[src/hdl/fskm_pkg.sv]
// ----------------------------------------------------------------------------
// fskm_pkg
// Shared types, constants and the sine table of the FSK sine modulator.
// ----------------------------------------------------------------------------
package fskm_pkg;

  localparam int TABLE_POINTS = 64;
  localparam int RING_DEPTH   = 5;

  localparam int STEP_W   = 10;
  localparam int FRAC_W   = 8;
  localparam int SAMPLE_W = 12;
  localparam int PTR_W    = $clog2(RING_DEPTH);
  localparam int PHASE_W  = $clog2(TABLE_POINTS * (2 ** FRAC_W) + (2 ** STEP_W));
  localparam int IDX_W    = PHASE_W - FRAC_W;
  localparam int ROM_AW   = $clog2(TABLE_POINTS);

  localparam int APB_AW = 3;
  localparam int APB_DW = 32;

  localparam logic [STEP_W-1:0] ZERO_STEP_RST = STEP_W'(486);
  localparam logic [STEP_W-1:0] ONE_STEP_RST  = STEP_W'(256);

  typedef enum logic [0:0] {
    REG_ZERO_STEP = 1'b0,
    REG_ONE_STEP  = 1'b1
  } reg_idx_e;

  typedef enum logic [1:0] {
    MARK_EMPTY = 2'd0,
    MARK_ZERO  = 2'd1,
    MARK_ONE   = 2'd2
  } mark_e;

  typedef enum logic [0:0] {
    MODE_PUSH = 1'b0,
    MODE_TICK = 1'b1
  } mode_e;

  typedef struct packed {
    logic mode;
    logic bit_value;
  } in_item_t;

  typedef struct packed {
    logic                accepted;
    logic [SAMPLE_W-1:0] sample;
  } out_item_t;

  typedef struct packed {
    logic [STEP_W-1:0] zero_step;
    logic [STEP_W-1:0] one_step;
  } cfg_t;

  typedef struct packed {
    logic             en;
    logic [PTR_W-1:0] addr;
    mark_e            data;
  } ram_wr_t;

  typedef logic [TABLE_POINTS-1:0][SAMPLE_W-1:0] rom_t;

  localparam logic [63:0] Q30_ONE     = 64'd1073741824;
  localparam logic [63:0] PI_Q30      = 64'd3373259426;
  localparam logic [63:0] HALF_PI_Q30 = 64'd1686629713;
  localparam logic [63:0] AMP         = 64'd2047;
  localparam logic [63:0] TAYLOR_DIV [7] = '{64'd6, 64'd20, 64'd42, 64'd72,
                                             64'd110, 64'd156, 64'd210};
  localparam logic [63:0] ANGLE_DIV   = 64'd100 * 64'(TABLE_POINTS);

  function automatic rom_t build_rom();
    rom_t        rom;
    logic [63:0] x;
    logic [63:0] x2;
    logic [63:0] term;
    logic [63:0] sum;
    logic        neg;
    for (int i = 0; i < TABLE_POINTS; i++) begin
      x   = (64'(i) * 64'd628 * Q30_ONE) / ANGLE_DIV;
      neg = 1'b0;
      if (x >= PI_Q30) begin
        x   = x - PI_Q30;
        neg = 1'b1;
      end
      if (x > HALF_PI_Q30) begin
        x = PI_Q30 - x;
      end
      x2   = (x * x) >> 30;
      term = x;
      sum  = x;
      for (int k = 1; k <= 7; k++) begin
        term = ((term * x2) >> 30) / TAYLOR_DIV[k-1];
        if ((k % 2) == 1) begin
          sum = sum - term;
        end else begin
          sum = sum + term;
        end
      end
      if (sum > Q30_ONE) begin
        sum = Q30_ONE;
      end
      sum    = neg ? (Q30_ONE - sum) : (Q30_ONE + sum);
      rom[i] = SAMPLE_W'((sum * AMP) >> 30);
    end
    return rom;
  endfunction

  localparam rom_t SINE_ROM = build_rom();

endpackage

[src/hdl/fsk_sine_modulator_core.sv]
// ----------------------------------------------------------------------------
// fsk_sine_modulator_core
// Binary FSK modulator: bits are pushed into a ring of slot marks, ticks walk
// a fixed-point phase through a sine table at the step of the current bit.
//
//   channel | direction | handshake            | payload
//   in      | input     | in_valid_i/in_ready_o | in_item_i  (mode, bit_value)
//   out     | output    | out_valid_o/out_ready_i| out_item_o (accepted, sample)
//   cfg     | input     | APB psel/penable      | paddr, pwdata, prdata
//
// One item per cycle unless stalled; the result is registered in the cycle
// after acceptance. The slot RAM read ports are addressed by the next ring
// pointers, so every item sees its marks without waiting on the RAM.
// Reset clears pointers, phase and slot valid bits at once; no clearing pass.
// The input stalls only while the output register holds an item not taken.
// ----------------------------------------------------------------------------
module fsk_sine_modulator_core (
  input  logic                        clk_i,
  input  logic                        rst_ni,
  input  logic                        in_valid_i,
  output logic                        in_ready_o,
  input  fskm_pkg::in_item_t          in_item_i,
  output logic                        out_valid_o,
  input  logic                        out_ready_i,
  output fskm_pkg::out_item_t         out_item_o,
  input  logic                        psel,
  input  logic                        penable,
  input  logic                        pwrite,
  input  logic [fskm_pkg::APB_AW-1:0] paddr,
  input  logic [fskm_pkg::APB_DW-1:0] pwdata,
  output logic [fskm_pkg::APB_DW-1:0] prdata,
  output logic                        pready
);

  fskm_pkg::cfg_t              cfg;
  fskm_pkg::ram_wr_t           ram_wr;
  fskm_pkg::mark_e             w_mark, r_mark;
  logic [fskm_pkg::PTR_W-1:0]  wslot_q, wslot_d, rslot_q, rslot_d;
  logic [fskm_pkg::PHASE_W-1:0] phase_q, phase_d;
  logic                        second_q, second_d;
  logic                        out_valid_q, out_valid_d;
  fskm_pkg::out_item_t         out_item_q, out_item_d;
  logic                        fire, at_end, acc;
  logic [fskm_pkg::IDX_W-1:0]  idx_full;
  logic [fskm_pkg::ROM_AW-1:0] idx_clamp;

  fskm_regs u_regs (
    .clk_i   (clk_i),
    .rst_ni  (rst_ni),
    .psel    (psel),
    .penable (penable),
    .pwrite  (pwrite),
    .paddr   (paddr),
    .pwdata  (pwdata),
    .prdata  (prdata),
    .pready  (pready),
    .cfg_o   (cfg)
  );

  fskm_slot_ram u_slot_ram (
    .clk_i       (clk_i),
    .rst_ni      (rst_ni),
    .wr_i        (ram_wr),
    .rd_a_addr_i (wslot_d),
    .rd_b_addr_i (rslot_d),
    .rd_a_data_o (w_mark),
    .rd_b_data_o (r_mark)
  );

  assign in_ready_o = !out_valid_q || out_ready_i;
  assign fire       = in_valid_i && in_ready_o;
  assign at_end     = phase_q[fskm_pkg::PHASE_W-1:fskm_pkg::FRAC_W] >=
                      fskm_pkg::IDX_W'(fskm_pkg::TABLE_POINTS - 1);

  function automatic logic [fskm_pkg::PTR_W-1:0] ptr_next(
    input logic [fskm_pkg::PTR_W-1:0] p
  );
    return (p == fskm_pkg::PTR_W'(fskm_pkg::RING_DEPTH - 1)) ? '0 :
           p + fskm_pkg::PTR_W'(1);
  endfunction

  always_comb begin
    wslot_d     = wslot_q;
    rslot_d     = rslot_q;
    phase_d     = phase_q;
    second_d    = second_q;
    ram_wr      = '0;
    ram_wr.data = fskm_pkg::MARK_EMPTY;
    acc         = 1'b0;
    if (fire) begin
      if (in_item_i.mode == fskm_pkg::MODE_PUSH) begin
        if (w_mark == fskm_pkg::MARK_EMPTY) begin
          ram_wr.en   = 1'b1;
          ram_wr.addr = wslot_q;
          ram_wr.data = in_item_i.bit_value ? fskm_pkg::MARK_ONE : fskm_pkg::MARK_ZERO;
          wslot_d     = ptr_next(wslot_q);
          acc         = 1'b1;
        end
      end else begin
        ram_wr.addr = rslot_q;
        case (r_mark)
          fskm_pkg::MARK_ZERO: begin
            if (at_end) begin
              phase_d = '0;
              if (second_q) begin
                ram_wr.en = 1'b1;
                rslot_d   = ptr_next(rslot_q);
                second_d  = 1'b0;
              end else begin
                second_d = 1'b1;
              end
            end else begin
              phase_d = phase_q + fskm_pkg::PHASE_W'(cfg.zero_step);
            end
          end
          fskm_pkg::MARK_ONE: begin
            if (at_end) begin
              phase_d   = '0;
              ram_wr.en = 1'b1;
              rslot_d   = ptr_next(rslot_q);
            end else begin
              phase_d = phase_q + fskm_pkg::PHASE_W'(cfg.one_step);
            end
          end
          default: begin
            phase_d = phase_q;
          end
        endcase
      end
    end
  end

  always_comb begin
    idx_full  = phase_d[fskm_pkg::PHASE_W-1:fskm_pkg::FRAC_W];
    idx_clamp = (idx_full > fskm_pkg::IDX_W'(fskm_pkg::TABLE_POINTS - 1)) ?
                fskm_pkg::ROM_AW'(fskm_pkg::TABLE_POINTS - 1) :
                idx_full[fskm_pkg::ROM_AW-1:0];
    out_item_d = out_item_q;
    if (fire) begin
      out_item_d.accepted = acc;
      out_item_d.sample   = fskm_pkg::SINE_ROM[idx_clamp];
    end
    out_valid_d = fire || (out_valid_q && !out_ready_i);
  end

  always_ff @(posedge clk_i or negedge rst_ni) begin
    if (!rst_ni) begin
      wslot_q     <= '0;
      rslot_q     <= '0;
      phase_q     <= '0;
      second_q    <= 1'b0;
      out_valid_q <= 1'b0;
    end else begin
      wslot_q     <= wslot_d;
      rslot_q     <= rslot_d;
      phase_q     <= phase_d;
      second_q    <= second_d;
      out_valid_q <= out_valid_d;
    end
  end

  always_ff @(posedge clk_i) begin
    out_item_q <= out_item_d;
  end

  assign out_valid_o = out_valid_q;
  assign out_item_o  = out_item_q;

  a_empty_tick_holds: assert property (@(posedge clk_i) disable iff (!rst_ni)
    fire && (in_item_i.mode == fskm_pkg::MODE_TICK) && (r_mark != fskm_pkg::MARK_ZERO)
    && (r_mark != fskm_pkg::MARK_ONE) |=> $stable(phase_q))
    else $error("phase moved on an empty slot");

  a_push_result: assert property (@(posedge clk_i) disable iff (!rst_ni)
    fire && (in_item_i.mode == fskm_pkg::MODE_PUSH)
    |=> out_item_o.accepted == $past(w_mark == fskm_pkg::MARK_EMPTY))
    else $error("push result disagrees with slot mark");

  a_tick_not_accepted: assert property (@(posedge clk_i) disable iff (!rst_ni)
    fire && (in_item_i.mode == fskm_pkg::MODE_TICK) |=> !out_item_o.accepted)
    else $error("tick reported accepted");

  a_second_pass_zero: assert property (@(posedge clk_i) disable iff (!rst_ni)
    second_q |-> r_mark == fskm_pkg::MARK_ZERO)
    else $error("second pass on a slot that holds no zero bit");

endmodule

[src/hdl/fskm_slot_ram.sv]
// ----------------------------------------------------------------------------
// fskm_slot_ram
// Ring slot marks: one write port, two registered read ports with
// write-through forwarding and per-entry valid bits cleared by reset.
// ----------------------------------------------------------------------------
module fskm_slot_ram (
  input  logic                     clk_i,
  input  logic                     rst_ni,
  input  fskm_pkg::ram_wr_t        wr_i,
  input  logic [fskm_pkg::PTR_W-1:0] rd_a_addr_i,
  input  logic [fskm_pkg::PTR_W-1:0] rd_b_addr_i,
  output fskm_pkg::mark_e          rd_a_data_o,
  output fskm_pkg::mark_e          rd_b_data_o
);

  fskm_pkg::mark_e                  mem [fskm_pkg::RING_DEPTH];
  logic [fskm_pkg::RING_DEPTH-1:0]  valid_q;
  fskm_pkg::mark_e                  rd_a_q, rd_b_q;
  fskm_pkg::mark_e                  rd_a_d, rd_b_d;

  always_ff @(posedge clk_i) begin
    if (wr_i.en) begin
      mem[wr_i.addr] <= wr_i.data;
    end
  end

  always_comb begin
    if (wr_i.en && (wr_i.addr == rd_a_addr_i)) begin
      rd_a_d = wr_i.data;
    end else if (valid_q[rd_a_addr_i]) begin
      rd_a_d = mem[rd_a_addr_i];
    end else begin
      rd_a_d = fskm_pkg::MARK_EMPTY;
    end
    if (wr_i.en && (wr_i.addr == rd_b_addr_i)) begin
      rd_b_d = wr_i.data;
    end else if (valid_q[rd_b_addr_i]) begin
      rd_b_d = mem[rd_b_addr_i];
    end else begin
      rd_b_d = fskm_pkg::MARK_EMPTY;
    end
  end

  always_ff @(posedge clk_i or negedge rst_ni) begin
    if (!rst_ni) begin
      valid_q <= '0;
      rd_a_q  <= fskm_pkg::MARK_EMPTY;
      rd_b_q  <= fskm_pkg::MARK_EMPTY;
    end else begin
      if (wr_i.en) begin
        valid_q[wr_i.addr] <= 1'b1;
      end
      rd_a_q <= rd_a_d;
      rd_b_q <= rd_b_d;
    end
  end

  assign rd_a_data_o = rd_a_q;
  assign rd_b_data_o = rd_b_q;

endmodule

[src/hdl/fskm_regs.sv]
// ----------------------------------------------------------------------------
// fskm_regs
// APB register file holding the zero and one phase steps.
// ----------------------------------------------------------------------------
module fskm_regs (
  input  logic                        clk_i,
  input  logic                        rst_ni,
  input  logic                        psel,
  input  logic                        penable,
  input  logic                        pwrite,
  input  logic [fskm_pkg::APB_AW-1:0] paddr,
  input  logic [fskm_pkg::APB_DW-1:0] pwdata,
  output logic [fskm_pkg::APB_DW-1:0] prdata,
  output logic                        pready,
  output fskm_pkg::cfg_t              cfg_o
);

  fskm_pkg::cfg_t   cfg_q, cfg_d;
  fskm_pkg::reg_idx_e idx;
  logic             wr_en;

  assign idx   = fskm_pkg::reg_idx_e'(paddr[2]);
  assign wr_en = psel && penable && pwrite;

  always_comb begin
    cfg_d = cfg_q;
    if (wr_en) begin
      case (idx)
        fskm_pkg::REG_ZERO_STEP: cfg_d.zero_step = pwdata[fskm_pkg::STEP_W-1:0];
        fskm_pkg::REG_ONE_STEP:  cfg_d.one_step  = pwdata[fskm_pkg::STEP_W-1:0];
        default:                 cfg_d = cfg_q;
      endcase
    end
  end

  always_ff @(posedge clk_i or negedge rst_ni) begin
    if (!rst_ni) begin
      cfg_q.zero_step <= fskm_pkg::ZERO_STEP_RST;
      cfg_q.one_step  <= fskm_pkg::ONE_STEP_RST;
    end else begin
      cfg_q <= cfg_d;
    end
  end

  always_comb begin
    case (idx)
      fskm_pkg::REG_ZERO_STEP: prdata = fskm_pkg::APB_DW'(cfg_q.zero_step);
      fskm_pkg::REG_ONE_STEP:  prdata = fskm_pkg::APB_DW'(cfg_q.one_step);
      default:                 prdata = '0;
    endcase
  end

  assign pready = 1'b1;
  assign cfg_o  = cfg_q;

endmodule
[config.mk]
export PLATFORM = sky130hd
export DESIGN_NAME = fsk_sine_modulator_core
export DESIGN_NICKNAME = d
export VERILOG_FILES = /design/src/hdl/fskm_pkg.sv /design/src/hdl/fsk_sine_modulator_core.sv /design/src/hdl/fskm_slot_ram.sv /design/src/hdl/fskm_regs.sv
export SDC_FILE = /design/constraint.sdc
export NUM_CORES = 1
export LEC_CHECK = 0
export ABC_CLOCK_PERIOD_IN_PS = 4500
export BUFFER_PORTS_ARGS = -buffer_cell sky130_fd_sc_hd__buf_2
export CAP_MARGIN = 5
export CORE_MARGIN = 4
export CORE_UTILIZATION = 45
export CTS_BUF_LIST = sky130_fd_sc_hd__clkbuf_16
export DETAILED_ROUTE_END_ITERATION = 10
export PLACE_DENSITY = 0.71
export SYNTH_ARGS = -nofsm -noshare
export SYNTH_HDL_FRONTEND = slang
export SYNTH_SLANG_ARGS = --single-unit
[constraint.sdc]
create_clock -name clk_i -period 4.5 [get_ports clk_i]
set_input_delay 1.125 -clock clk_i [delete_from_list [all_inputs] [get_ports clk_i]]
set_output_delay 1.125 -clock clk_i [all_outputs]
set_load 0.05 [all_outputs]
## Yosys cells after proc, flatten, opt, wreduce, memory -nomap -nowiden

Memory sizes are Yosys's and may differ from the RTL's. A register that Yosys moved wholly into a read port is not among the register bits.
Index checks and enable logic that the tools add are counted.

- Logic and storage cells: 90
- Memories: 2
- Flip-flop bits (word level): 53
- Bits in writable memories: 10
- ROM bits: 768

- Bitwise logic cells: 2
- Equality and inequality tests: 6
- $lt $le $gt $ge: 6
- Reduce and logical (&&, ||, !) cells: 17
- Add/sub/neg operators: 4
- Multiplexer cells: 41

Memory list:

| name | depth | width | read ports | clocked after Yosys merged registers in | wr ports | RTL line | source |
|---|---|---|---|---|---|---|---|
| (no name shown) | 64 | 12 | 1 | 1 | 0 | fsk_sine_modulator_core.sv:141 | `out_item_d.sample = fskm_pkg::SINE_ROM[idx_clamp];` |
| u_slot_ram.mem | 5 | 2 | 2 | 0 | 1 | fskm_slot_ram.sv:16 | `fskm_pkg::mark_e mem [fskm_pkg::RING_DEPTH];` |

Operators with widths:

| operator | count |
|---|---|
| case mux 32 bit (2 select lines) | 1 |
| 2-to-1 mux 15 bit | 4 |
| adder 15 x 10 -> 15 bit | 2 |
| 2-to-1 mux 3 bit | 10 |
| case mux 15 bit (2 select lines) | 1 |
| 2-to-1 mux 6 bit | 3 |
| less-than comparator 3 x 4 -> 1 bit, second input constant | 3 |
| 2-to-1 mux 2 bit | 6 |
| 2-to-1 mux 1 bit | 10 |
| >= comparator 7 x 6 -> 1 bit, second input constant | 1 |
| > comparator 7 x 6 -> 1 bit, second input constant | 1 |
| logical AND 1 bit | 7 |
| adder 3 x 1 -> 3 bit, second input constant | 2 |
| binary-select mux 1 bit (select 3 bit) | 2 |
| == test 3 bit | 2 |
| == test 3 bit, second input constant | 2 |
| case mux 3 bit (2 select lines) | 1 |
| bitwise OR 5 bit | 1 |
| 2-to-1 mux 4 bit | 1 |
| AND reduction 2 bit | 2 |
| AND reduction 4 bit | 1 |
| demux 1 bit (select 3 bit) | 1 |
| >= comparator 3 x 1 -> 1 bit, second input constant | 1 |
| AND reduction 3 bit | 1 |
| other kinds (8) | 10 |

## Longest topological paths before layout

Gate-level depths: netlist of the first run.

- Word-level depth: 11
- Gate-level depth with buffers: 17
- Mapped depth without buffers: 16

## Hierarchy

From an unflattened synthesis of the first run, not the netlist that was laid out.

- Cell total of the unflattened synthesis: 680
- Area, all modules: 6438.7 um2

By module, submodules not included:

| module | cells each | instances | area an instance (um2) |
|---|---|---|---|
| fsk_sine_modulator_core | 527 | 1 | 4357.9 |
| fskm_regs | 79 | 1 | 1102.3 |
| fskm_slot_ram | 74 | 1 | 978.4 |

## Worst setup path after synthesis of the first run

OpenSTA, ideal clock, no wires.

- Path type: register to register
- From: register u_regs.cfg_q, in the netlist u_regs.cfg_o[10]
- To: register, netlist name out_item_o[6]
- Required time: 4.242 ns
- Data arrival time: 4.058 ns
- Slack: 0.184 ns
- Stages on the path, launching flop included: 16
- Cells stage by stage: dfrtp_1 -> ha_1 -> fa_1 -> a211oi_1 -> o211ai_1 -> a221o_1 -> a22oi_1 -> o21a_1 -> inv_2 -> or3_1 -> ha_1 -> clkbuf_1 -> a311oi_1 -> a211o_1 -> a21boi_0 -> o221a_2

- Word-level cells in the longest chain between the ends: 7

Ends and longest elaborated chain:

| what | RTL line | source |
|---|---|---|
| start, declared | fskm_regs.sv:18 | `fskm_pkg::cfg_t cfg_q, cfg_d;` |
| start signal, assigned | fskm_regs.sv:41 | `cfg_q <= cfg_d;` |
| adder 15 x 10 -> 15 bit (*) | fsk_sine_modulator_core.sv:113 | `phase_d = phase_q + fskm_pkg::PHASE_W'(cfg.zero_step);` |
| 2-to-1 mux 15 bit (*) | fsk_sine_modulator_core.sv:103 | `if (at_end) begin` |
| case mux 15 bit (2 select lines) (*) | fsk_sine_modulator_core.sv:101 | `case (r_mark)` |
| 2-to-1 mux 15 bit (*) | fsk_sine_modulator_core.sv:91 | `if (in_item_i.mode == fskm_pkg::MODE_PUSH) begin` |
| 2-to-1 mux 15 bit (*) | fsk_sine_modulator_core.sv:90 | `if (fire) begin` |
| > comparator 7 x 6 -> 1 bit | fsk_sine_modulator_core.sv:135 | `idx_clamp = (idx_full > fskm_pkg::IDX_W'(fskm_pkg::TABLE_POINTS - 1)) ?` |
| 2-to-1 mux 6 bit (*) | fsk_sine_modulator_core.sv:135 |  |

Mark *: on every way between the ends. The rest lies on a longest branch, timed or not.
A chain may end at the register's enable or synchronous reset.

## Worst setup path in the final report of the first run

- From: register u_regs.cfg_q, in the netlist u_regs.cfg_o[10]
- To: register, netlist name out_item_o[6]

- Word-level cells in the longest chain between the ends: 7

Ends and longest elaborated chain:

| what | RTL line |
|---|---|
| adder 15 x 10 -> 15 bit (*) | fsk_sine_modulator_core.sv:113 |
| 2-to-1 mux 15 bit (*) | fsk_sine_modulator_core.sv:103 |
| case mux 15 bit (2 select lines) (*) | fsk_sine_modulator_core.sv:101 |
| 2-to-1 mux 15 bit (*) | fsk_sine_modulator_core.sv:91 |
| 2-to-1 mux 15 bit (*) | fsk_sine_modulator_core.sv:90 |
| > comparator 7 x 6 -> 1 bit | fsk_sine_modulator_core.sv:135 |
| 2-to-1 mux 6 bit (*) | fsk_sine_modulator_core.sv:135 |

Marks and branches as above.

==> run metrics, run 1 <==
wire length of the first global-routing pass approximately 28000 um; min cycle time layout 4.358 ns; min-delay worst type flop to flop; Final Skew 0.008467 ns; HPWL Detailed about 12000 um; # setup viols final 0; Leak 3.088 nW; CP endpoint kind flop; synthesis warning total 0; delay-heaviest family, CP compound AO/OA/AOI/OAI gates; Synth area leader dfrtp_1; Post-DP Area about 6700 um^2; CTS tree yes; Synth Flop Type dfrtp_1; CP max FO 5; Detailed Route Iter0 Violations 556; post-synth top area share around 18%; CP max stage delay 0.47 ns; CP startpoint kind flop; slowest library cell on the worst path fa_1; clk sinks 75; IO Count between 90 and 100; chip width roughly 120 um; Worst EP required roughly 4.6 ns; DRC violation count after routing 0; core box area 13300 um^2; post-route cell area just over 7000 um^2; peak supply drop between 0.3 and 0.4 mV; die height 125.0 um; mapped cell area 6156 um^2; Post-Synth Simple-Gate Area between 10% and 20%; layout cell share with drive strength beyond 1 23.06%; count of different cell masters after synthesis 76; Inserted Diodes 0; final hold viol count 0; critical path class flop to flop; XOR/XNOR Fraction of Synth Area under 10%; Pwr Density between 800 and 900 nW/um^2; Post-DRT Antenna Nets 0; WL final between 15000 and 20000 um; achievable frequency 229.4 MHz; Post-synth EDFFs 23; initial core utilization between 40 and 50%; Yosys reg bits 75; drt first pass iters 5; Avg WL per Cell between 15 and 20 um; fin crit share a little over nine tenths; # placed instances around 910; port bufs 44; initial antenna violation count 0; GR Overflow Total 0; htree depth 3; NumNets Final roughly 820; Seq/Total Area, Yosys about a third; Layout Area Growth over Synthesis 14.29%; die area between 15000 and 20000 um^2; Synth area leaders dfrtp_1, edfxtp_1, ha_1, mux2_2, a21oi_1; total CTS buffers 9; CP Cell Sequence ha_1, fa_1, a211oi_2, buf_4, o211ai_1, a221o_1, a22oi_1, o21a_1, inv_2, or3_1, ha_2, a311oi_1, a211o_1, a21boi_0, o221a_2; worst skew pair latency 0.35 ns; Max-slew headroom a little under half; critical path arrival 4.45 ns; post-synthesis mux area share between 9 and 10%; worst slew pin tran 0.8162 ns; outcome complete, no violations; adder-cell share of the synthesized area between 7 and 8%; total setup buffers inserted after CTS 0; largest family of logic cells by synthesized area compound AO/OA/AOI/OAI gates; vias after detailed routing roughly 5700; routability cong. about 0.9; Slew Viols, Final 0; vias in the first global route 5435; average size of a mapped cell 8.987 um^2; max-capacitance violation count 0; global-route usage over all layers 21.57%; async set-or-reset flop fraction in the synthesized netlist a little over two thirds; largest net degree at the start of global routing 37; post-route insts no fill around 900; CP bufs+invs 2; Max Root-Sink Buffers 2; fillers roughly 1200; Clk pin slew, worst setup/hold paths about 0.07 ns; # rows 42; Synth Area in Compound Gates 24.04%; Mapped Cells between 600 and 700; via density per instance a little over 6; Clock Tree Root clkbuf_16
-- layer usage --
layer  global-route usage, %  wire (um)  up-vias
met2                   34.07       8104      253
li1                        -          -     2642
met5                       0          0        -
met3                   4.478       1202       22
met4                   5.102        220        0
met1                   30.57       7803     2799
-- synthesized netlist by cell type, drive strengths merged (6+ instances only) --
cell     n
a311oi   6
o21a     6
xnor2   12
nand4   12
a21oi   46
edfxtp  23
mux2    34
a211oi  16
dfstp    7
a31oi    8
a211o    7
mux2i   16
a221oi   7
nand3   21
or3      8
ha      36
nor3    15
and3     6
buf     39
nand2   56
clkbuf  23
inv     28
or2      6
o211ai  16
a21o    12
nor2    48
dfrtp   45
o21ai   35
and2     9
-- layout by cell type, fill, tap and decap left out, drive strengths merged, types with 21 or more instances in the layout --
master   n
buf     86
nand2   56
nor2    48
a21oi   46
dfrtp   45
ha      36
o21ai   35
mux2    34
inv     30
conb    23
edfxtp  23
nand3   21
-- power breakdown --
| part | switching, mW | internal (mW) | total [mW] |
|---|---|---|---|
| registers | 0.173 | 0.965 | 1.14 |
| clock network | 0.319 | 0.525 | 0.844 |
| logic | 2.34 | 1.43 | 3.77 |
| total | 2.83 | 2.92 | 5.75 |
-- kinds of logic after synthesis --
group / after synthesis
AO/OA/AOI/OAI: 213
AND/OR/NAND/NOR: 199
buffers and inverters: 90
flip-flops: 75
multiplexers: 52
adder cells (fa/ha/maj): 38
XOR/XNOR: 16
other: 2
-- area by class of cell --
type	instances	area, um^2	area share, %
Multi-Input combinational cell	541	3815	54.22
Sequential cell	75	2001	28.44
Timing Repair Buffer	86	548.0	7.789
Clock buffer	10	250.2	3.557
Tap cell	176	220.2	3.130
Inverter	28	108.9	1.547
Clock inverter	6	92.59	1.316
-- path summary, 6_finish.rpt --
check	start	end	slack [ns]	depth (start not counted)
min in group asynchronous	rst_ni	u_regs.cfg_o[4]$_DFFE_PN0P_	0.69	1
setup / recovery	u_regs.cfg_o[10]$_DFFE_PN0P_	out_item_o[6]$_DFFE_PP_	0.14	15
max in group asynchronous	rst_ni	u_regs.cfg_o[11]$_DFFE_PN1P_	3.00	2
hold reg to reg	u_slot_ram.valid_q[1]$_DFFE_PN0P_	u_slot_ram.valid_q[1]$_DFFE_PN0P_	0.49	1
hold / removal	u_slot_ram.valid_q[1]$_DFFE_PN0P_	u_slot_ram.valid_q[1]$_DFFE_PN0P_	0.49	1
setup reg to reg	u_regs.cfg_o[10]$_DFFE_PN0P_	out_item_o[6]$_DFFE_PP_	0.14	15
-- flip-flops by register name, indices dropped and copies added, names as in the netlist --
| name | count |
|---|---|
| out_item_o | 13 |
| out_valid_o | 1 |
| phase_q | 15 |
| rslot_q | 3 |
| second_q | 1 |
| u_regs.cfg_o | 20 |
| u_slot_ram.mem | 10 |
| u_slot_ram.rd_a_data_o | 2 |
| u_slot_ram.rd_b_data_o | 2 |
| u_slot_ram.valid_q | 5 |
| wslot_q | 3 |
-- per-stage QoR --
step / TNS, ns / util (%) / hold WS [ns] / power, mW / setup slack [ns]
finish: 0 / 52.92 / 0.4938 / 5.751 / 0.1417
global route: -0.1388 / 52.92 / 0.5136 / 6.136 / -0.04745
CTS: 0 / 52.70 / 0.4948 / 5.644 / 0.09028
detailed placement: 0 / 50.12 / 0.4795 / 4.770 / 0.1479
global placement: 0 / 50.12 / 0.4748 / 4.706 / 0.1806
floorplan: 0 / - / 0.4529 / 3.777 / 0.1839
-- repair_timing --
action	in CTS	in global routing
setup endpoints to repair	0	11
endpoints found under the hold margin	0	0
hold buffers	0	0
gates resized for setup	0	7
(Power assumes the default switching activity.)
==> run 2, diff against run 1 <==
- REMOVE_ABC_BUFFERS: not set -> 1
==> run 2 against run 1 <==
  * Combinational power up 2%
  * Clock power down 11%
  * Cell count up 0.33%
  * Highest routed layer unchanged
  * First-iteration DRC count up 6.7%
  * Non-clock buffer count up 3
  * Maximum frequency up 0.45%
  * Worst setup slack better by 0.020 ns
  * Sequential power about the same
  * Hold slack worse by 0.0012 ns
  * Critical path depth down 1
  * Largest power group unchanged
  * Global-route usage up 0.32 points
==> run metrics, run 2 (synthesized netlist as in run 1, its figures left out) <==
leading cell type in the layout, fill and taps excluded nand2_1 (unchanged); hold_buf cts 0 (unchanged); worst reg2reg startpoint u_regs.cfg_o[10]$_DFFE_PN0P_ (unchanged); htree depth 3 (unchanged); sum of negative setup slack 0 ns (unchanged); IO Count 92 (unchanged); CP startpoint kind flop (unchanged); peak supply drop 0.4064 mV (was 0.3741 mV); Layout Area Growth over Synthesis 14.06% (was 14.29%); Crit path top cell by count ha_1; CP endpoint kind flop (unchanged); fillers 1230 (was 1209); Detailed Route Iter0 Violations 593 (was 556); CP bufs+invs 1 (was 2); chip width 125.0 um (unchanged); CP max stage delay 0.57 ns (was 0.47 ns); CP Cell Sequence ha_1, fa_2, a211oi_4, o211ai_1, a221o_1, a22oi_1, o21a_1, inv_2, or3_1, ha_1, nor3b_1, a2111oi_0, a311oi_1, a21o_1 (was ha_1, fa_1, a211oi_2, buf_4, o211ai_1, a221o_1, a22oi_1, o21a_1, inv_2, or3_1, ha_2, a311oi_1, a211o_1, a21boi_0, o221a_2); core box area 13300 um^2 (unchanged); most frequent cells in the layout nand2_1, nor2_1, a21oi_1 (unchanged); Inserted Diodes 0 (unchanged); CTS tree yes (unchanged); worst skew pair latency 0.35 ns (about the same); Post-DRT Antenna Nets 0 (unchanged); Worst EP required 4.61 ns (was 4.60 ns); WHS Path Cells 1 (unchanged); Avg WL per Cell 18.75 um (was 18.80 um); Pwr Density 814.0 nW/um^2 (was 817.4 nW/um^2); CP max FO 7 (was 5); Hold EP u_slot_ram.valid_q[3]$_DFFE_PN0P_ (was u_slot_ram.valid_q[1]$_DFFE_PN0P_); Final Util 52.81% (was 52.92%); fin crit share 96.42% (was 96.85%); clk sinks 75 (unchanged); die area 15620 um^2 (unchanged); Overall Power 5.716 mW (was 5.751 mW); drt first pass iters 7 (was 5); Clock Tree Root clkbuf_16 (unchanged); min cycle time layout 4.339 ns (was 4.358 ns); Final Skew 0.01281 ns (was 0.008467 ns); Leak 3.090 nW (was 3.088 nW); vias in the first global route 5678 (was 5435); # setup viols final 0 (unchanged); Max-slew headroom 44.21% (was 45.58%); wire length of the first global-routing pass 28130 um (was 28150 um); worst slew pin tran 0.8368 ns (was 0.8162 ns); layout cell share with drive strength beyond 1 23.36% (was 23.06%); via density per instance 6.160 (was 6.200); Reg2Reg Setup Slack 0.16 ns (was 0.14 ns); DRC violation count after routing 0 (unchanged); # rows 42 (unchanged); slowest library cell on the worst path a2111oi_0 (was fa_1); port bufs 44 (unchanged); Slew Viols, Final 0 (unchanged); final hold viol count 0 (unchanged); die height 125.0 um (unchanged); delay-heaviest family, CP compound AO/OA/AOI/OAI gates (unchanged); largest net degree at the start of global routing 53 (was 37); RSZ-0062 raised after global routing true; max-capacitance violation count 0 (unchanged); critical path arrival 4.45 ns (about the same); Clk pin slew, worst setup/hold paths 0.07 ns (about the same); initial core utilization 46.30% (unchanged); NumNets Final 826 (was 823); Max Root-Sink Buffers 2 (unchanged); routability cong. 0.9266 (was 0.9005); critical path class flop to flop (unchanged); max FFs per register 20 (unchanged); global-route usage over all layers 21.89% (was 21.57%); hold_sp u_slot_ram.valid_q[3]$_DFFE_PN0P_ (was u_slot_ram.valid_q[1]$_DFFE_PN0P_); total CTS buffers 9 (unchanged); outcome complete, no violations (unchanged); capture point of the worst reg-to-reg path out_item_o[2]$_DFFE_PP_ (was out_item_o[6]$_DFFE_PP_); initial antenna violation count 0 (unchanged); achievable frequency 230.5 MHz (was 229.4 MHz); WL final 17340 um (was 17330 um); HPWL Detailed 12520 um (was 12500 um); vias after detailed routing 5698 (was 5716); min-delay worst type flop to flop (unchanged); R2R cell count 14 (was 15); GR Overflow Total 0 (unchanged)
## run 2: cell count changes in the layout (fill, tap and decap cells not counted), moves of 2 or more
| cell | change |
|---|---|
| clkinv_2 | +2 |
| inv_1 | +2 |
| buf_4 | +3 |
| inv_2 | -2 |
| inv_6 | +2 |
## run 2: per-layer routing
layer / global-route usage [%] / up-vias / wire (um)
li1: - / 2651 / -
met1: 27.83 / 2731 / 7275
met2: 36.10 / 272 / 8352
met3: 4.648 / 44 / 1274
met4: 9.503 / 0 / 441
met5: 0 / - / 0
## run 2: final cells by class
type	instances	area [um^2]	share of cell area (%)
Clock buffer	9	225.2	3.207
Clock inverter	7	75.07	1.069
Inverter	28	105.1	1.497
Multi-Input combinational cell	541	3825	54.47
Sequential cell	75	2001	28.49
Tap cell	176	220.2	3.136
Timing Repair Buffer	89	570.5	8.125
## run 2: report_power, final
group	switching (mW)	internal [mW]
Combinational	2.37	1.47
Sequential	0.160	0.965
Clock	0.317	0.434
## run 2: worst max-delay path by stage
stage,slack (ns),cells after the start,startpoint,endpoint
2_1_floorplan,-0.03,11,out_ready_i,out_item_o[3]$_DFFE_PP_
3_5_place_dp,-0.06,16,u_regs.cfg_o[10]$_DFFE_PN0P_,out_item_o[4]$_DFFE_PP_
3_3_place_gp,-0.03,16,u_regs.cfg_o[10]$_DFFE_PN0P_,out_item_o[4]$_DFFE_PP_
6_report,0.16,14,u_regs.cfg_o[10]$_DFFE_PN0P_,out_item_o[2]$_DFFE_PP_
4_1_cts,0.005,16,u_regs.cfg_o[10]$_DFFE_PN0P_,out_item_o[4]$_DFFE_PP_
5_1_grt,-0.02,19,u_regs.cfg_o[10]$_DFFE_PN0P_,out_item_o[4]$_DFFE_PP_
## run 2: metrics by stage
stage          cell area [um^2]  setup slack (ns)  cells  hold slack [ns]
3_5_place_dp               6671          -0.06262    907           0.4823
5_1_grt                    7022          -0.02226    925           0.5278
2_1_floorplan              5887          -0.02594    644           0.4529
4_1_cts                    6977          0.004840    923           0.4967
3_3_place_gp               6671          -0.03069    907           0.4742
6_report                   7022            0.1613    925           0.4925
## run 2: repair_timing
item | CTS | global route
pin swaps | 0 | 2
setup buffers | 0 | 2
gates resized for setup | 2 | 6
endpoints found under the setup margin | 3 | 12
## run 2: worst reg2reg max path, delay by kind of cell, from the launching register on
kind | cells | cell delay (ns)
AOI/OAI and AO/OA | 8 | 2.01
DFF | 1 | 0.41
adders and majority gates | 3 | 1.13
and+or+nand+nor | 2 | 0.51
buffers and inverters | 1 | 0.06
==> run 3, diff against run 2 <==
- ABC_CLOCK_PERIOD_IN_PS: 4500 -> 4700
- PLACE_DENSITY: 0.71 -> 0.62
- clock period: 4.5 -> 4.7 ns (I/O delays scaled with it)
==> run 3 against run 2 <==
  * Sequential power down 4%
  * Via count down 0.90%
  * Design area down 2.4%
  * Largest cell class unchanged
  * First-iteration DRC count up 14%
  * Core utilization down 1.3 points
  * Sequential cell count unchanged
  * Clock skew down 0.0028 ns
==> run metrics, run 3 (synthesized netlist as in run 1, its figures left out) <==
outcome complete, no violations (unchanged); # setup viols final 0 (unchanged); layout cell share with drive strength beyond 1 21.28% (was 23.36%); DRC violation count after routing 0 (unchanged); initial antenna violation count 0 (unchanged); via density per instance 6.212 (was 6.160); Slew Viols, Final 0 (unchanged); chip width 125.0 um (unchanged); Inserted Diodes 0 (unchanged); peak supply drop 0.3561 mV (was 0.4064 mV); clk sinks 75 (unchanged); die height 125.0 um (unchanged); HPWL Detailed 12110 um (was 12520 um); post-route insts no fill 909 (was 925); vias after detailed routing 5647 (was 5698); Post-DP Area 6554 um^2 (was 6671 um^2); critical path class flop to flop (unchanged); max-capacitance violation count 0 (unchanged); htree depth 3 (unchanged); hold_buf cts 0 (unchanged); port bufs 44 (unchanged); Final Skew 0.01000 ns (was 0.01281 ns); total CTS buffers 9 (unchanged); vias in the first global route 5471 (was 5678); IO Count 92 (unchanged); Clock Tree Root clkbuf_16 (unchanged); NumNets Final 810 (was 826); wire length of the first global-routing pass 27700 um (was 28130 um); # placed instances 893 (was 907); Clk pin slew, worst setup/hold paths 0.07 ns (about the same); hold_ws 0.4999 ns (was 0.4925 ns); die area 15620 um^2 (unchanged); Max Root-Sink Buffers 2 (unchanged); min cycle time layout 4.488 ns (was 4.339 ns); capture point of the worst reg-to-reg path out_item_o[5]$_DFFE_PP_ (was out_item_o[2]$_DFFE_PP_); CP endpoint kind flop (unchanged); fin crit share 95.50% (was 96.42%); crit path from u_regs.cfg_o[10]$_DFFE_PN0P_ (unchanged); Reg2Reg Setup Slack 0.21 ns (was 0.16 ns); initial core utilization 46.30% (unchanged); WL final 16900 um (was 17340 um); # rows 42 (unchanged); GR Overflow Total 0 (unchanged); largest net degree at the start of global routing 53 (unchanged); leading cell type in the layout, fill and taps excluded nand2_1 (unchanged); crit path to out_item_o[5]$_DFFE_PP_ (was out_item_o[2]$_DFFE_PP_); critical path arrival 4.72 ns (was 4.45 ns); Avg WL per Cell 18.59 um (was 18.75 um); CP startpoint kind flop (unchanged); worst reg2reg startpoint u_regs.cfg_o[10]$_DFFE_PN0P_ (unchanged); Leak 2.990 nW (was 3.090 nW); post-route cell area 6852 um^2 (was 7022 um^2); Max-slew headroom 43.59% (was 44.21%); Post-DRT Antenna Nets 0 (unchanged); R2R cell count 16 (was 14); RSZ-0062 raised after global routing false (was true); routability cong. 0.9358 (was 0.9266); max FFs per register 20 (unchanged); Layout Area Growth over Synthesis 11.30% (was 14.06%); final hold viol count 0 (unchanged); Overall Power 5.227 mW (was 5.716 mW); core box area 13300 um^2 (unchanged); worst slew pin tran 0.8461 ns (was 0.8368 ns); most frequent cells in the layout nand2_1, nor2_1, a21oi_1 (unchanged); CTS tree yes (unchanged); Pwr Density 762.8 nW/um^2 (was 814.0 nW/um^2); Worst EP required 4.93 ns (was 4.61 ns); achievable frequency 222.8 MHz (was 230.5 MHz); min-delay worst type flop to flop (unchanged); global-route usage over all layers 21.39% (was 21.89%); sum of negative setup slack 0 ns (unchanged); CP max FO 8 (was 7); worst skew pair latency 0.36 ns (was 0.35 ns); drt first pass iters 8 (was 7); Detailed Route Iter0 Violations 674 (was 593)
## run 3: changes by cell type in the layout (fill, tap and decap cells not counted), sizes merged
cell | before | now
bufinv | 1 | 0
inv | 31 | 32
clkinv | 3 | 2
clkinvlp | 0 | 1
buf | 89 | 73
## run 3: how the worst min path moves through the flow
| stage | end | cells past startpoint | slack [ns] | startpoint |
|---|---|---|---|---|
| final | u_slot_ram.valid_q[2]$_DFFE_PN0P_ | 1 | 0.50 | u_slot_ram.valid_q[2]$_DFFE_PN0P_ |
| after global routing | u_slot_ram.valid_q[3]$_DFFE_PN0P_ | 1 | 0.52 | u_slot_ram.valid_q[3]$_DFFE_PN0P_ |
| after CTS | u_slot_ram.valid_q[2]$_DFFE_PN0P_ | 1 | 0.50 | u_slot_ram.valid_q[2]$_DFFE_PN0P_ |
| after detailed placement | u_slot_ram.valid_q[2]$_DFFE_PN0P_ | 1 | 0.48 | u_slot_ram.valid_q[2]$_DFFE_PN0P_ |
| after global placement | u_slot_ram.valid_q[1]$_DFFE_PN0P_ | 1 | 0.47 | u_slot_ram.valid_q[1]$_DFFE_PN0P_ |
| after floorplan | u_slot_ram.valid_q[1]$_DFFE_PN0P_ | 1 | 0.45 | u_slot_ram.valid_q[1]$_DFFE_PN0P_ |
## run 3: timing repair
action	CTS	global route
setup endpoints to repair	0	9
resized for setup	0	5
setup buffers	0	0
## run 3: stage by stage
step	setup WS, ns	util, %
after floorplan	0.1241	-
after global placement	0.1810	49.29
after detailed placement	0.1077	49.29
after CTS	0.07324	51.43
after global routing	0.06148	51.53
final	0.2116	51.53
## run 3: critical path, cell delays in order (launching register included)
cell,delay [ns]
dfrtp_1,0.39
ha_1,0.24
fa_1,0.45
a211oi_2,0.32
o211ai_1,0.13
a221o_1,0.43
a22oi_1,0.18
o21a_1,0.18
inv_2,0.07
or3_1,0.41
buf_4,0.20
inv_1,0.13
ha_1,0.32
inv_1,0.14
mux4_2,0.49
a21oi_1,0.16
a211o_1,0.13
## run 3: layout make-up
cell class,count,area [um^2]
fill,1209,6444
clock inverter,7,58.81
multi-input combinational,541,3804
tap,176,220.2
clock buffer,9,225.2
inverter,28,105.1
sequential,75,2001
timing repair buffer,73,437.9
## run 3: metal layers
| metal | vias to the layer above | part of all wire (%) | track usage (%) |
|---|---|---|---|
| met3 | 37 | 6.9 | 3.881 |
| met1 | 2742 | 44 | 29.33 |
| li1 | 2616 | - | - |
| met5 | - | 0 | 0 |
| met2 | 252 | 47 | 33.63 |
| met4 | 0 | 2.1 | 8.482 |
## run 3: power by group
part / internal, mW / leakage [nW] / switching [mW]
clock network: 0.367 / 0.139 / 0.311
logic: 1.27 / 2.01 / 2.20
registers: 0.924 / 0.841 / 0.152
